===== config.mk =====
export PLATFORM = sky130hd
export DESIGN_NAME = six_channel_moving_average_unit
export DESIGN_NICKNAME = d
export VERILOG_FILES = /design/src/rtl/core/smau_pkg.sv /design/src/rtl/core/smau_dpath.sv /design/src/rtl/core/smau_ctrl.sv /design/src/rtl/core/six_channel_moving_average_unit.sv
export SDC_FILE = /design/constraint.sdc
export NUM_CORES = 2
export LEC_CHECK = 0
export BUFFER_PORTS_ARGS = -buffer_cell sky130_fd_sc_hd__buf_2
export CORE_MARGIN = 5
export CORE_UTILIZATION = 55
export DETAILED_ROUTE_END_ITERATION = 8
export MAX_ROUTING_LAYER = met4
export PLACE_DENSITY = 0.72
export SLEW_MARGIN = 40
export SYNTH_ARGS = -nofsm -noshare
export SYNTH_HDL_FRONTEND = slang
export SYNTH_HIERARCHICAL = 1
export SYNTH_SLANG_ARGS = --single-unit

===== constraint.sdc =====
create_clock -name clock -period 20.7 [get_ports clock]
set_input_delay 6.21 -clock clock [delete_from_list [all_inputs] [get_ports clock]]
set_output_delay 6.21 -clock clock [all_outputs]
set_load 0.1 [all_outputs]

===== src/rtl/core/smau_pkg.sv =====
// Types and constants shared by the six-channel moving average unit.
`timescale 1ns / 1ps

package smau_pkg;

   localparam int NUM_CH      = 6;
   localparam int CH_W        = $clog2(NUM_CH);
   localparam int SAMPLE_BITS = 32;

   typedef logic signed [SAMPLE_BITS-1:0] sample_type;

   typedef struct packed {
      sample_type pos_x;
      sample_type pos_y;
      sample_type pos_z;
      sample_type vel_x;
      sample_type vel_y;
      sample_type vel_z;
   } req_type;

   typedef struct packed {
      sample_type avg_pos_x;
      sample_type avg_pos_y;
      sample_type avg_pos_z;
      sample_type avg_vel_x;
      sample_type avg_vel_y;
      sample_type avg_vel_z;
   } rsp_type;

   // Commands from the controller to the datapath.
   typedef struct packed {
      logic            capture;
      logic            rd;
      logic            upd;
      logic            adv;
      logic            div_load;
      logic            div_step;
      logic            div_store;
      logic            publish;
      logic [CH_W-1:0] chan;
   } cmd_type;

   // Status from the datapath to the controller.
   typedef struct packed {
      logic out_free;
   } sts_type;

endpackage


===== src/rtl/core/smau_dpath.sv =====
// Datapath: sample ring, running sums, shared serial divider and output register.
`timescale 1ns / 1ps

module smau_dpath #(
   parameter int WINDOW = 16
) (
   input  logic              clock,
   input  logic              reset,
   input  smau_pkg::req_type req,
   input  smau_pkg::cmd_type cmd,
   input  logic              rsp_stall,
   output smau_pkg::sts_type sts,
   output logic              rsp_valid,
   output smau_pkg::rsp_type rsp
);
   import smau_pkg::*;

   localparam int SUM_W  = SAMPLE_BITS + $clog2(WINDOW);
   localparam int CNT_W  = $clog2(WINDOW + 1);
   localparam int SLOT_W = (WINDOW > 1) ? $clog2(WINDOW) : 1;
   localparam int DEPTH  = WINDOW * NUM_CH;
   localparam int ADDR_W = $clog2(DEPTH);

   req_type                   item_ff;
   sample_type                new_samp [NUM_CH];
   sample_type                ring_ff  [DEPTH];
   sample_type                old_ff;
   logic signed [SUM_W-1:0]   sum_ff   [NUM_CH];
   logic signed [SUM_W-1:0]   sum_cur;
   logic signed [SUM_W-1:0]   sum_upd;
   logic signed [SUM_W-1:0]   old_ext;
   logic [CNT_W-1:0]          fill_ff, fill_in;
   logic [SLOT_W-1:0]         slot_ff, slot_in;
   logic                      full;
   logic [ADDR_W-1:0]         addr;
   logic [SUM_W-1:0]          dvd_ff, dvd_in;
   logic [CNT_W-1:0]          rem_ff, rem_in;
   logic                      neg_ff;
   logic [CNT_W:0]            rem_sh;
   logic [CNT_W:0]            diff;
   logic                      ge;
   logic [SUM_W-1:0]          quot;
   sample_type                res_ff   [NUM_CH];
   rsp_type                   out_ff;
   logic                      out_valid_ff, out_valid_in;

   assign new_samp[0] = item_ff.pos_x;
   assign new_samp[1] = item_ff.pos_y;
   assign new_samp[2] = item_ff.pos_z;
   assign new_samp[3] = item_ff.vel_x;
   assign new_samp[4] = item_ff.vel_y;
   assign new_samp[5] = item_ff.vel_z;

   assign full = (fill_ff == CNT_W'(WINDOW));
   assign addr = ADDR_W'(slot_ff) * ADDR_W'(NUM_CH) + ADDR_W'(cmd.chan);

   // Once the window is full the oldest sample leaves the sum.
   assign sum_cur = sum_ff[cmd.chan];
   assign old_ext = full ? SUM_W'(old_ff) : '0;
   assign sum_upd = sum_cur - old_ext + SUM_W'(new_samp[cmd.chan]);

   always_comb begin
      fill_in = fill_ff;
      slot_in = slot_ff;
      if (cmd.adv) begin
         if (!full) begin
            fill_in = fill_ff + CNT_W'(1);
         end
         if (slot_ff == SLOT_W'(WINDOW - 1)) begin
            slot_in = '0;
         end else begin
            slot_in = slot_ff + SLOT_W'(1);
         end
      end
   end

   // Restoring division of the sum magnitude, one quotient bit per cycle.
   assign rem_sh = {rem_ff, dvd_ff[SUM_W-1]};
   assign diff   = rem_sh - {1'b0, fill_ff};
   assign ge     = ~diff[CNT_W];

   always_comb begin
      dvd_in = dvd_ff;
      rem_in = rem_ff;
      if (cmd.div_load) begin
         dvd_in = sum_cur[SUM_W-1] ? -sum_cur : sum_cur;
         rem_in = '0;
      end else if (cmd.div_step) begin
         dvd_in = {dvd_ff[SUM_W-2:0], ge};
         rem_in = ge ? diff[CNT_W-1:0] : rem_sh[CNT_W-1:0];
      end
   end

   assign quot = neg_ff ? -dvd_ff : dvd_ff;

   always_comb begin
      out_valid_in = out_valid_ff;
      if (cmd.publish) begin
         out_valid_in = 1'b1;
      end else if (!rsp_stall) begin
         out_valid_in = 1'b0;
      end
   end

   always_ff @(posedge clock) begin
      if (reset) begin
         for (int c = 0; c < NUM_CH; c++) begin
            sum_ff[c] <= '0;
         end
         fill_ff      <= '0;
         slot_ff      <= '0;
         out_valid_ff <= 1'b0;
      end else begin
         if (cmd.upd) begin
            sum_ff[cmd.chan] <= sum_upd;
         end
         fill_ff      <= fill_in;
         slot_ff      <= slot_in;
         out_valid_ff <= out_valid_in;
      end
   end

   // Sample ring, one port, read or written per cycle.
   always_ff @(posedge clock) begin
      if (cmd.rd) begin
         old_ff <= ring_ff[addr];
      end
      if (cmd.upd) begin
         ring_ff[addr] <= new_samp[cmd.chan];
      end
   end

   always_ff @(posedge clock) begin
      if (cmd.capture) begin
         item_ff <= req;
      end
      dvd_ff <= dvd_in;
      rem_ff <= rem_in;
      if (cmd.div_load) begin
         neg_ff <= sum_cur[SUM_W-1];
      end
      if (cmd.div_store) begin
         res_ff[cmd.chan] <= quot[SAMPLE_BITS-1:0];
      end
      if (cmd.publish) begin
         out_ff.avg_pos_x <= res_ff[0];
         out_ff.avg_pos_y <= res_ff[1];
         out_ff.avg_pos_z <= res_ff[2];
         out_ff.avg_vel_x <= res_ff[3];
         out_ff.avg_vel_y <= res_ff[4];
         out_ff.avg_vel_z <= res_ff[5];
      end
   end

   assign sts.out_free = ~out_valid_ff | ~rsp_stall;
   assign rsp_valid    = out_valid_ff;
   assign rsp          = out_ff;

endmodule


===== src/rtl/core/smau_ctrl.sv =====
// Controller: sequences ring update, per-channel division and result hand-off.
`timescale 1ns / 1ps

module smau_ctrl #(
   parameter int SUM_W = 36
) (
   input  logic              clock,
   input  logic              reset,
   input  logic              req_valid,
   input  smau_pkg::sts_type sts,
   output logic              req_stall,
   output smau_pkg::cmd_type cmd
);
   import smau_pkg::*;

   localparam int STEP_W = $clog2(SUM_W);

   localparam logic [2:0] S_IDLE   = 3'd0;
   localparam logic [2:0] S_RD     = 3'd1;
   localparam logic [2:0] S_UPD    = 3'd2;
   localparam logic [2:0] S_ADV    = 3'd3;
   localparam logic [2:0] S_DLOAD  = 3'd4;
   localparam logic [2:0] S_DSTEP  = 3'd5;
   localparam logic [2:0] S_DSTORE = 3'd6;
   localparam logic [2:0] S_PUB    = 3'd7;

   logic [2:0]        state_ff, state_in;
   logic [CH_W-1:0]   chan_ff, chan_in;
   logic [STEP_W-1:0] step_ff, step_in;
   logic              last_chan;

   assign last_chan = (chan_ff == CH_W'(NUM_CH - 1));
   assign req_stall = (state_ff != S_IDLE);

   always_comb begin
      state_in = state_ff;
      chan_in  = chan_ff;
      step_in  = step_ff;
      cmd      = '0;
      cmd.chan = chan_ff;
      unique case (state_ff)
         S_IDLE: begin
            if (req_valid) begin
               cmd.capture = 1'b1;
               chan_in     = '0;
               state_in    = S_RD;
            end
         end
         S_RD: begin
            cmd.rd   = 1'b1;
            state_in = S_UPD;
         end
         S_UPD: begin
            cmd.upd = 1'b1;
            if (last_chan) begin
               chan_in  = '0;
               state_in = S_ADV;
            end else begin
               chan_in  = chan_ff + CH_W'(1);
               state_in = S_RD;
            end
         end
         S_ADV: begin
            cmd.adv  = 1'b1;
            state_in = S_DLOAD;
         end
         S_DLOAD: begin
            cmd.div_load = 1'b1;
            step_in      = '0;
            state_in     = S_DSTEP;
         end
         S_DSTEP: begin
            cmd.div_step = 1'b1;
            if (step_ff == STEP_W'(SUM_W - 1)) begin
               state_in = S_DSTORE;
            end else begin
               step_in = step_ff + STEP_W'(1);
            end
         end
         S_DSTORE: begin
            cmd.div_store = 1'b1;
            if (last_chan) begin
               chan_in  = '0;
               state_in = S_PUB;
            end else begin
               chan_in  = chan_ff + CH_W'(1);
               state_in = S_DLOAD;
            end
         end
         S_PUB: begin
            if (sts.out_free) begin
               cmd.publish = 1'b1;
               state_in    = S_IDLE;
            end
         end
         default: begin
            state_in = S_IDLE;
         end
      endcase
   end

   always_ff @(posedge clock) begin
      if (reset) begin
         state_ff <= S_IDLE;
         chan_ff  <= '0;
         step_ff  <= '0;
      end else begin
         state_ff <= state_in;
         chan_ff  <= chan_in;
         step_ff  <= step_in;
      end
   end

endmodule


===== src/rtl/core/six_channel_moving_average_unit.sv =====
// Top level of the six-channel boxcar moving average unit.
`timescale 1ns / 1ps

// Six-channel boxcar moving average. Each transfer on the req_ channel carries
// six signed Q16.16 samples (position x, y, z and velocity x, y, z); for each
// one the unit returns one rsp_ transfer with the six means over the newest
// WINDOW samples, or over all samples seen so far while the window is still
// filling. Means truncate toward zero. The unit works on one item at a time:
// an item is taken only after the previous one has gone through the ring
// update of each channel, the six divisions and publishing. SUM_W = 32 +
// clog2(WINDOW) is the width of the running sums. The time per item is set
// by the single shared restoring divider, which produces one quotient bit
// per cycle and serves the six channels in turn, and by the single port of
// the sample ring, which is read and written once per channel. A finished
// result sits in an output register, so the next item is taken while the
// result still waits under rsp_stall; it only holds off publishing the
// following result. There is no clearing pass after reset: a ring entry's
// value is used in a sum only once it has been written.

module six_channel_moving_average_unit #(
   parameter int WINDOW = 16
) (
   input  logic              clock,
   input  logic              reset,
   input  logic              req_valid,
   output logic              req_stall,
   input  smau_pkg::req_type req,
   output logic              rsp_valid,
   input  logic              rsp_stall,
   output smau_pkg::rsp_type rsp
);
   import smau_pkg::*;

   // Wide enough to hold the sum of WINDOW full-scale samples.
   localparam int SUM_W = SAMPLE_BITS + $clog2(WINDOW);

   cmd_type cmd;
   sts_type sts;

   // Sequencer: one transfer in, ring update per channel, six divisions, publish.
   smau_ctrl #(
      .SUM_W (SUM_W)
   ) u_ctrl (
      .clock     (clock),
      .reset     (reset),
      .req_valid (req_valid),
      .sts       (sts),
      .req_stall (req_stall),
      .cmd       (cmd)
   );

   // Storage and arithmetic: ring, sums, fill count, divider, result register.
   smau_dpath #(
      .WINDOW (WINDOW)
   ) u_dpath (
      .clock     (clock),
      .reset     (reset),
      .req       (req),
      .cmd       (cmd),
      .rsp_stall (rsp_stall),
      .sts       (sts),
      .rsp_valid (rsp_valid),
      .rsp       (rsp)
   );

endmodule


==> results.py <==
metrics = {
    "synthesis": {
        "synth_cells": 8736,
        "yosysWarnings": 6,
        "synth_fp_nets": 9024,
        "seq_area_frac_synth_pct": 79.25,
        "syn_area_sq_mm": 0.1524,
        "synth_ff_type": "edfxtp_1",
        "synth_edf_count": 4005,
        "syn_avg_cell_area_sq_um": 17.45,
        "ys_ff_latch": 4032,
        "yosysUniqueCellTypes": 95,
        "async_reset_ff_share_pct": 0,
    },
    "clock_tree": {
        "hold_buffers": 0,
        "post_cts.repair.setup_buffers": 0,
        "cts.sinks": 4032,
        "clkSlewWorstSetupHoldPaths_ns": 0.06,
        "htreeDepth": 5,
        "cts_tree": "done",
        "clock_latency_ns": 0.97,
        "root_buffer": "clkbuf_16",
        "cts_buffers": 389,
        "cts_buffer_depth": 4,
        "postCtsResizedCells": 0,
    },
    "routing": {
        "ant_nets": 0,
        "dr.pass1.iters": 8,
        "dr_total_vias": 90015,
        "routed_wl_mm": 430.1,
        "avgViaCountPerCell": 6.775,
        "drt_iter0_drc": 14141,
        "post-route-drc-count": 0,
        "wl_per_cell_um": 32.37,
    },
    "placement": {
        "dp_hpwl_mm": 235.6,
        "io_buffers": 389,
        "dp_slack_ns": 11.84,
        "routabilityCongestion": 0.9070,
    },
    "final_layout": {
        "area.sequential_sq_mm": 0.1208,
        "multi_input_area_sq_mm": 0.02977,
        "fillers": 18797,
        "finalNetCount": 9529,
        "area_growth_pct": 13.57,
        "layout-drive-gt1-share_pct": 16.39,
    },
    "outcome": {
        "status": "completed",
    },
    "worst_setup_path": {
        "critical_path.startpoint_type": "flip-flop",
        "crit_type": "flip-flop to primary output",
        "cp-end-kind": "primary output",
        "path_max_fanout": 16,
        "cp.required_ns": 14.49,
        "arrival_ns": 2.20,
    },
    "power": {
        "peakVddDrop_v": 0.0001052,
        "pwr-share-seq_pct": 52.7,
        "power_uw": 17490,
        "cellLeakagePower_uw": 0.05481,
        "share_comb_of_total_power_pct": 7.6,
        "power_frac_clock_pct": 39.7,
        "powerDensity_mw_per_mm2": 101.0,
        "p_int_uw": 13460,
        "netSwitchingPower_uw": 4022,
        "p_sw_share_pct": 23.00,
    },
    "die": {
        "core_sq_mm": 0.2763,
        "dieWidth_um": 536.5,
        "chipHeight_um": 536.5,
        "row_count": 193,
        "ioPinCount": 390,
        "start_util_pct": 55.18,
        "die_area_sq_mm": 0.2878,
    },
    "global_routing": {
        "grt_util_all_layers_pct": 30.00,
        "overflow": 0,
        "grt_first_pass_wirelength_mm": 610.1,
        "grt_max_degree": 116,
        "antenna_found_initial": 28,
        "grt_pass1_vias": 86391,
    },
    "job": {
        "maxCapViolations": 0,
    },
    "timing": {
        "layout_setup_ws_ns": 12.29,
        "hold_viol_final": 0,
        "max_slew_margin_pct": 29.27,
        "setup_viol_count_final": 0,
        "finalCritPeriodShare_pct": 40.65,
        "fmax_mhz": 118.8,
        "grt_setup_unrepaired": "false",
        "period_minus_slack_ns": 8.415,
        "drv_slew": 0,
        "tightestPinTransition_ns": 1.050,
        "tns_ns": 0,
        "skew_ns": 0.05899,
        "hold-worst-slack_ns": 0.3768,
    },
    "min_path": {
        "hold_path_class": "flip-flop to flip-flop",
    },
}
[flip-flops by register name, indices dropped and copies added (netlist names)]
register / flops
u_dpath/res_ff: 192
u_ctrl/chan_ff: 3
u_dpath/rsp_valid: 1
u_dpath/neg_ff: 1
u_dpath/fill_ff: 5
u_dpath/slot_ff: 4
u_dpath/item_ff: 192
u_ctrl/state_ff: 3
u_dpath/ring_ff: 3072
u_dpath/dvd_ff: 36
u_dpath/old_ff: 32
u_ctrl/step_ff: 6
u_dpath/sum_ff: 288
u_dpath/rsp: 192
u_dpath/rem_ff: 5
[cells by family (layout without fill, tap and decap cells)]
| kind of cell | count (synthesis) | in the layout | share of synthesized area (%) |
|---|---|---|---|
| AND/OR/NAND/NOR | 1248 | 1248 | 4.401 |
| other | 0 | 21 | 0 |
| adder cells (fa/ha/maj) | 92 | 92 | 0.9423 |
| buffers and inverters | 733 | 1557 | 1.943 |
| XOR/XNOR | 91 | 91 | 0.5229 |
| flip-flops | 4032 | 4032 | 79.25 |
| multiplexers | 206 | 206 | 1.549 |
| AO/OA/AOI/OAI | 2334 | 2334 | 11.39 |
[area by class of cell]
type | count | area share, %
Tap cell | 3705 | 2.678
Sequential cell | 4032 | 69.79
Clock buffer | 473 | 5.841
Antenna cell | 21 | 0.03035
Multi-Input combinational cell | 3971 | 17.20
Timing Repair Buffer | 698 | 2.764
Inverter | 149 | 0.3310
Clock inverter | 237 | 1.371
[power by group through the flow]
stage               registers, uW  logic, uW  clock network (uW)
finish                       9210       1330                6940
CTS                          9210       1290                7000
global placement             9390       1230                   0
global route                 9210       1390                7360
detailed placement           9390       1280                   0
floorplan                    9390        709                   0
[through the flow]
| stage | instance area, sq um | instances | utilization (%) |
|---|---|---|---|
| final | 173100 | 13286 | 62.67 |
| after global placement | 159900 | 12538 | 57.89 |
| after global routing | 173100 | 13285 | 62.67 |
| after CTS | 172900 | 13258 | 62.58 |
| after floorplan | 152400 | 8736 | - |
| after detailed placement | 160400 | 12548 | 58.06 |
[placed cells by master, fill, tap and decap left out, types with 80 or more instances in the layout]
master     synthesis  routed
edfxtp_1        4005    4005
a22oi_1         1171    1171
nand4_1          404     404
buf_2             51     392
clkbuf_16          0     391
nor2_1           298     251
buf_4              8     242
o21ai_0          261     215
a221oi_1         197     196
a22o_1           193     193
o211ai_1         147     147
nand2_1          136     132
a21oi_1          122     121
mux2i_1          118     117
inv_1            146     114
clkinv_1           0      84
clkinv_2           0      80
clkbuf_1         412      80
nand3_1           80      80
[final timing paths]
kind | slack (ns) | startpoint | cells after the start | to
setup reg to reg | 13.34 | u_ctrl/chan_ff[1] | 15 | u_dpath/sum_ff[7][27]
setup / recovery | 12.29 | u_ctrl/state_ff[0] | 2 | req_stall
hold / removal | 0.38 | u_dpath/res_ff[2][26] | 0 | u_dpath/rsp[122]
hold reg to reg | 0.38 | u_dpath/res_ff[2][26] | 0 | u_dpath/rsp[122]
[cell usage after synthesis (11+ instances only)]
cell,n,area [sq um]
edfxtp_1,4005,120300
a221oi_1,197,1725
o21ai_0,261,1306
nor4_1,31,193.9
a221o_1,32,320.3
mux4_2,13,292.8
nand4_1,404,2527
nor2b_1,15,93.84
dfxtp_1,27,540.5
fa_1,38,760.7
nor3_1,87,435.4
buf_1,98,367.9
xnor2_1,74,648.1
ha_1,54,675.7
and2_1,53,331.6
nand2b_1,24,150.1
and3_1,22,137.6
o211ai_1,147,1104
o21bai_1,11,82.58
mux2i_1,118,1181
mux2_2,59,664.4
nor2_1,298,1119
a22oi_1,1171,8791
or4_1,34,255.2
o21ai_1,17,85.08
a31oi_1,19,118.9
xor2_1,17,148.9
or3_1,20,125.1
clkbuf_1,412,1546
inv_1,146,548.0
a21oi_1,122,610.6
a22o_1,193,1690
nand2_1,136,510.5
a21o_1,28,210.2
nand3_1,80,400.4
buf_6,14,157.7
o2bb2ai_1,20,175.2
buf_2,51,255.2
[worst max-delay path, stage by stage, from the launching register on]
cell and delay (ns):
dfxtp_1 0.67, or3_1 0.18, buf_2 0.42
[metal layers]
layer,GRT usage [%],wire length [um],up-vias,part of all wire (%)
met5,-,0,-,0
met4,14.47,24190,0,5.6
met3,6.505,53070,1037,12
met2,44.84,199000,6687,46
met1,39.66,153800,45218,36
li1,-,-,37073,-
No activity file was read; power rests on OpenSTA's default activity.
